===== src/hdl/iii_pkg.sv =====
// Shared types and constants for the inverted integral image block.
// No dependencies; used by every module of the block except iii_line_mem.
package iii_pkg;

  localparam int PIX_W       = 8;
  localparam int SUM_W       = 28;
  localparam int CFG_W       = 11;
  localparam int CFG_IDX_W   = 2;
  localparam int MAX_WIDTH_DEF  = 1024;
  localparam int MAX_HEIGHT_DEF = 1024;
  localparam int SIZE_RESET     = 1024;

  localparam logic [PIX_W-1:0] PIX_FULL = 8'd255;

  // configuration register indexes
  typedef enum logic [CFG_IDX_W-1:0] {
    CFG_FRAME_WIDTH  = 2'd0,
    CFG_FRAME_HEIGHT = 2'd1
  } cfg_reg_t;

  // per-pixel flags handed from the scan counters to the sum stage
  typedef struct packed {
    logic first_row;
    logic frame_last;
  } tag_t;

endpackage


===== src/hdl/iii_scan.sv =====
// Raster scan control: frame size registers, column/row counters, row running sum.
// Depends on iii_pkg.
module iii_scan #(
  parameter int MAX_WIDTH  = iii_pkg::MAX_WIDTH_DEF,
  parameter int MAX_HEIGHT = iii_pkg::MAX_HEIGHT_DEF,
  parameter int COL_W      = $clog2(MAX_WIDTH),
  parameter int RS_W       = 18
) (
  input  logic                           clk,
  input  logic                           rst,
  input  logic                           cfg_write,
  input  logic [iii_pkg::CFG_IDX_W-1:0]  cfg_index,
  input  logic [iii_pkg::CFG_W-1:0]      cfg_data,
  input  logic                           advance,
  input  logic [iii_pkg::PIX_W-1:0]      pixel_value,
  output logic [COL_W-1:0]               col,
  output logic [RS_W-1:0]                row_sum_now,
  output iii_pkg::tag_t                  tag
);

  localparam int ROW_W  = $clog2(MAX_HEIGHT);
  localparam int WLIM_W = COL_W + 1;
  localparam int HLIM_W = ROW_W + 1;
  localparam int W_RST  = (iii_pkg::SIZE_RESET > MAX_WIDTH) ? MAX_WIDTH : iii_pkg::SIZE_RESET;
  localparam int H_RST  = (iii_pkg::SIZE_RESET > MAX_HEIGHT) ? MAX_HEIGHT : iii_pkg::SIZE_RESET;

  logic [COL_W-1:0]  col_pos;
  logic [ROW_W-1:0]  row_pos;
  logic [RS_W-1:0]   row_sum;
  logic [WLIM_W-1:0] width_lim;
  logic [HLIM_W-1:0] height_lim;
  logic [WLIM_W-1:0] width_in;
  logic [HLIM_W-1:0] height_in;
  logic [iii_pkg::PIX_W-1:0] inv;
  logic row_end;
  logic frame_end;

  // sizes are clamped to 1..MAX on write
  always_comb begin
    if (cfg_data == '0) begin
      width_in  = WLIM_W'(1);
      height_in = HLIM_W'(1);
    end else begin
      width_in  = (int'(cfg_data) > MAX_WIDTH)  ? WLIM_W'(MAX_WIDTH)  : WLIM_W'(cfg_data);
      height_in = (int'(cfg_data) > MAX_HEIGHT) ? HLIM_W'(MAX_HEIGHT) : HLIM_W'(cfg_data);
    end
  end

  always_ff @(posedge clk) begin
    if (rst) begin
      width_lim  <= WLIM_W'(W_RST);
      height_lim <= HLIM_W'(H_RST);
    end else if (cfg_write) begin
      unique case (cfg_index)
        iii_pkg::CFG_FRAME_WIDTH:  width_lim  <= width_in;
        iii_pkg::CFG_FRAME_HEIGHT: height_lim <= height_in;
        default: ;
      endcase
    end
  end

  assign inv       = iii_pkg::PIX_FULL - pixel_value;
  assign row_end   = (WLIM_W'(col_pos) + WLIM_W'(1)) >= width_lim;
  assign frame_end = row_end && ((HLIM_W'(row_pos) + HLIM_W'(1)) >= height_lim);

  assign col            = col_pos;
  assign row_sum_now    = (col_pos == '0) ? RS_W'(inv) : row_sum + RS_W'(inv);
  assign tag.first_row  = (row_pos == '0);
  assign tag.frame_last = frame_end;

  always_ff @(posedge clk) begin
    if (rst) begin
      col_pos <= '0;
      row_pos <= '0;
      row_sum <= '0;
    end else if (advance) begin
      row_sum <= row_sum_now;
      if (row_end) begin
        col_pos <= '0;
        row_pos <= frame_end ? '0 : row_pos + ROW_W'(1);
      end else begin
        col_pos <= col_pos + COL_W'(1);
      end
    end
  end

endmodule


===== config.mk =====
export PLATFORM = sky130hd
export DESIGN_NAME = iii_scan
export DESIGN_NICKNAME = d
export VERILOG_FILES = /design/src/hdl/iii_pkg.sv /design/src/hdl/iii_scan.sv
export SDC_FILE = /design/constraint.sdc
export NUM_CORES = 1
export LEC_CHECK = 0
export BUFFER_PORTS_ARGS = -buffer_cell sky130_fd_sc_hd__buf_2
export CORE_UTILIZATION = 45
export CTS_CLUSTER_DIAMETER = 30
export DETAILED_ROUTE_END_ITERATION = 7
export GPL_TIMING_DRIVEN = 0
export PLACE_DENSITY = 0.67
export SLEW_MARGIN = 10
export SYNTH_ARGS = -nofsm -noshare
export SYNTH_HDL_FRONTEND = slang
export SYNTH_SLANG_ARGS = --single-unit

===== constraint.sdc =====
create_clock -name clk -period 3.5 [get_ports clk]
set_input_delay 0.7 -clock clk [delete_from_list [all_inputs] [get_ports clk]]
set_output_delay 0.7 -clock clk [all_outputs]
set_load 0.05 [all_outputs]

# Yosys cells after proc, flatten, opt, wreduce, memory -nomap -nowiden
# Index checks and enable logic that the tools add are counted.
# Widths: inputs -> output; s select.
[totals]
register_bits = 60
out_inout_bits = 30
elab_cells = 28
inputBits = 25
[op_classes]
eq_ne = 1
addsub = 6
muxes = 5
n_lt_le_gt_ge = 3
reduce_logical = 8
[ops]
columns = ["cell", "count"]
rows = [
  ["$add 10x1->11 const B", 2],
  ["$ge 11x11->1", 2],
  ["$mux 11", 2],
  ["$add 10x1->10 const B", 2],
  ["$logic_not 10->1", 2],
  ["$mux 10", 2],
  ["$add 18x8->18", 1],
  ["$mux 18", 1],
  ["$gt 11x11->1 const B", 1],
  ["$logic_not 11->1", 1],
  ["$sub 8x8->8 const A", 1],
  ["$reduce_and 2->1", 3],
  ["$eq 2x1->1 const B", 1],
  ["$logic_not 2->1", 1],
  ["$logic_and 1x1->1", 1],
]

# Depth between registers and ports, before layout
[logic_depth]
depth_word = 4
depth_mapped = 14
mapped_depth_nobuf = 12

# Worst setup path after synthesis
# No wires, ideal clock.
[synth_timing]
path_type = "reg-to-output"
start = "register col_pos[0], in the netlist col[0]"
end = "output tag[0] (netlist bit)"
t_arrival_ns = 3.196
n_path_buf = 3
stages_incl_launch_ff = 14
setup_slack_ns = -0.396
path_cell_list = "dfxtp_1 > ha_1 > nand3_1 > nor2_1 > xor2_1 > ha_1 > a211oi_1 > nor2_1 > or3_1 > clkbuf_1 > nor2_1 > buf_4 > nor2_1 > buf_4"
[synth_between]
elab_chain_len = 3
[synth_rtl]
columns = ["element", "line_no", "rtl"]
rows = [
  ["from (decl)", "iii_scan.sv:27", "logic [COL_W-1:0] col_pos;"],
  ["from (signal assigned)", "iii_scan.sv:82", "col_pos <= col_pos + COL_W'(1);"],
  ["$add 10x1->11", "iii_scan.sv:63", "assign row_end = (WLIM_W'(col_pos) + WLIM_W'(1)) >= width_lim;"],
  ["$ge 11x11->1", "iii_scan.sv:63", ""],
  ["$logic_and 1x1->1", "iii_scan.sv:64", "assign frame_end = row_end && ((HLIM_W'(row_pos) + HLIM_W'(1)) >= height_lim);"],
  ["to (decl)", "iii_scan.sv:18", "output iii_pkg::tag_t tag"],
]
# No other way between the ends.

# Final worst setup path
[layout_timing]
start = "input pixel_value[1] (netlist bit)"
end = "output row_sum_now[17]"
[layout_between]
elab_chain_len = 3
[layout_rtl]
columns = ["element", "line_no", "rtl"]
rows = [
  ["from (decl)", "iii_scan.sv:15", "input logic [iii_pkg::PIX_W-1:0] pixel_value,"],
  ["$sub 8x8->8", "iii_scan.sv:62", "assign inv = iii_pkg::PIX_FULL - pixel_value;"],
  ["$add 18x8->18", "iii_scan.sv:67", "assign row_sum_now = (col_pos == '0) ? RS_W'(inv) : row_sum + RS_W'(inv);"],
  ["$mux 18", "iii_scan.sv:67", ""],
  ["to (decl)", "iii_scan.sv:17", "output logic [RS_W-1:0] row_sum_now,"],
]
# No other way between the ends.

==> results.yml <==
placement:
  dp.final_hpwl_um: 7540
  numPortBuffers: 52
  gp_congestion: 0.883
  place_area_um2: 4520
detailed_routing:
  wirelength_um: 11100
  vias: 4266
  wl_per_cell_um: 14.5
  dr.pass1.iters: 8
  ant_nets: 0
  drtIter0Drc: 180
  viasPerCell: 5.60
  drc: 0
worst_setup_path:
  startpoint_type: "input port"
  reg2reg_slack_ps: 420
  path_class: "input port to output pin"
  critPathRequiredTime_ps: 2800
  cp_max_fo: 6
  ff2ff_path_depth: 14
  critPathArrivalTime_ps: 2780
  end_kind: "output pin"
job:
  max_cap_viol_count: 0
timing:
  timing.final.crit_share_pct: 99.5
  worstMarginPinSlew_ps: 667
  drv_slew: 0
  fmax_ghz: 0.287
  setup_viol: 0
  finalHoldWorstSlack_ps: 458
  timing.final.crit_period_ps: 3480
  slew_headroom_pct: 55.6
  finalHoldViolCount: 0
  skew_ps: 6.29
worst_hold_path:
  holdPathStages: 2
  hold_path_class: "register to register"
die:
  die-area_um2: 9470
  start_util_pct: 46.6
  core_um2: 8760
  die_w_um: 97.3
  io_pins: 55
  fp.dieH_um: 97.3
  rows: 34
yosys:
  avgSynthCellArea_um2: 7.36
  ys_types: 50
  synthCells: 555
  async_flop_share_pct: 0
  synth-edff-count: 0
  syn_area_um2: 4090
  synth.area.top_cells: "dfxtp_1, ha_1, nand2_1"
  synth_top_cell_by_area: "dfxtp_1"
  ys_ff_latch: 60
  synth_top_area_share_pct: 29.4
  yosysWarnings: 0
  synth_flop_cell: "dfxtp_1"
  synth_nets: 615
  ys_seq_area_share_pct: 29.4
clock_tree:
  clock-root-buffer: "clkbuf_8"
  cts_buffers: 9
  cts_tree: "built"
  clock_path_buffers: 2
  hold_buffers: 0
  clock_latency_ps: 350
  cts.sinks: 60
  cts_max_level: 3
  clkSlewWorstSetupHoldPaths_ps: 70
cells_and_area:
  nNetsFinal: 709
  area_delta_synth_final_pct: 28.1
  finalInstanceArea_um2: 5240
  drive_above_1_share_pct: 24.9
  num_antenna_cells: 0
pwr:
  power.total_mw: 1.83
  p_leak_nw: 2.24
  cellPowerDensity_nw_per_um2: 350
  ir_drop_mv: 0.234
outcome:
  outcome: "finished clean"
global_route:
  antenna_found_initial: 0
  grt_pass1_wl_um: 18200
  grt_usage_pct: 23.4
  grt_max_degree: 11
  grt_pass1_vias: 3946
  grt_overflow_total: 0
layout make-up:
| cell class | count | area (um^2) |
|---|---|---|
| sequential | 60 | 1230 |
| inverter | 38 | 143 |
| clock inverter | 3 | 40.0 |
| fill | 792 | 3530 |
| tap | 108 | 135 |
| timing repair buffer | 87 | 551 |
| multi-input combinational | 426 | 2800 |
| buffer | 27 | 149 |
| clock buffer | 13 | 190 |
worst max-delay path, stage by stage:
cell and delay [ps]:
buf_2 120, inv_1 50, ha_1 280, a21o_1 140
nand4_1 320, a21oi_4 320, nor2_2 100, or3_1 350
a21oi_1 130, buf_2 270
final timing paths:
check,from,to
hold / removal,height_lim[8],height_lim[8]
hold reg to reg,height_lim[8],height_lim[8]
setup reg to reg,col[1],row_pos[4]
setup / recovery,pixel_value[1],row_sum_now[17]
placed cells by master (no fill, tap or decap), types with 8 or more instances in the layout:
cell      netlist  layout
nor2_1         51      42
nor4_1         10      10
xnor2_1        13      12
o21a_1          8       8
xor2_1         14      13
inv_1          38      37
ha_1           34      32
dfxtp_1        60      50
clkbuf_8        0      12
clkbuf_1       21      16
or3_1          13      11
a21oi_1        50      49
nand2_1        86      86
a31oi_1        11      11
buf_2           4      47
o21ai_0        19      18
nor2b_1        12      11
nand3_1        34      27
buf_4           3      39
flip-flops by register name, summed over array words and instances, names as in the netlist:
register,cells
row_sum,18
height_lim,11
width_lim,11
col,10
row_pos,10
report_power, final:
| group | total, mW | switching (mW) | internal [mW] |
|---|---|---|---|
| Combinational | 0.396 | 0.263 | 0.133 |
| Clock | 0.726 | 0.298 | 0.428 |
| Sequential | 0.709 | 0.0125 | 0.697 |
| Total | 1.83 | 0.573 | 1.26 |
per-stage QoR:
step	TNS (ps)	util [%]	setup WS [ps]	std cells
finish	0	59.8	18.8	762
global route	-81.3	59.8	-49.7	762
CTS	0	57.6	2.44	750
detailed placement	-562	51.6	-362	715
global placement	-373	51.6	-302	715
floorplan	-26.2	-	-26.2	555
Yosys cell counts (4+ instances only):
| cell | number |
|---|---|
| o21a_1 | 8 |
| inv_1 | 38 |
| nand4_1 | 5 |
| nor2b_1 | 12 |
| xor2_1 | 14 |
| nand2_1 | 86 |
| a21o_1 | 7 |
| clkbuf_1 | 21 |
| or3_1 | 13 |
| mux2i_1 | 4 |
| ha_1 | 34 |
| xnor2_1 | 13 |
| o21ai_0 | 19 |
| nand3_1 | 34 |
| buf_2 | 4 |
| nor3_1 | 9 |
| a31oi_1 | 11 |
| dfxtp_1 | 60 |
| a21oi_1 | 50 |
| nor2_1 | 51 |
| o211ai_1 | 5 |
| and3_1 | 7 |
| nor4_1 | 10 |
routing by layer:
metal | track usage (%) | up-vias | share of wire (%)
li1 | - | 2107 | -
met1 | 31.1 | 2014 | 46
met2 | 38.1 | 129 | 47
met3 | 4.46 | 16 | 4.7
met4 | 7.92 | 0 | 1.6
met5 | 0 | - | 0
cells by family (layout without fill, tap and decap cells):
kind of cell / Yosys count / count (layout) / synth area share (%)
AOI/OAI and AO/OA: 120 / 120 / 18.2
xor gates and xnor gates: 27 / 27 / 5.79
adders and majority gates: 35 / 35 / 10.9
buffers and inverters: 69 / 168 / 6.92
DFF: 60 / 60 / 29.4
muxes: 4 / 4 / 0.980
and+or+nand+nor: 240 / 240 / 27.8
timing repair:
| action | CTS | global route |
|---|---|---|
| pin swaps | 12 | 15 |
| setup buffers | 22 | 13 |
| setup endpoints to repair | 5 | 11 |
| hold endpoints to repair | 0 | 0 |
| resized for setup | 36 | 30 |
Power figures use the tool's default switching activity.
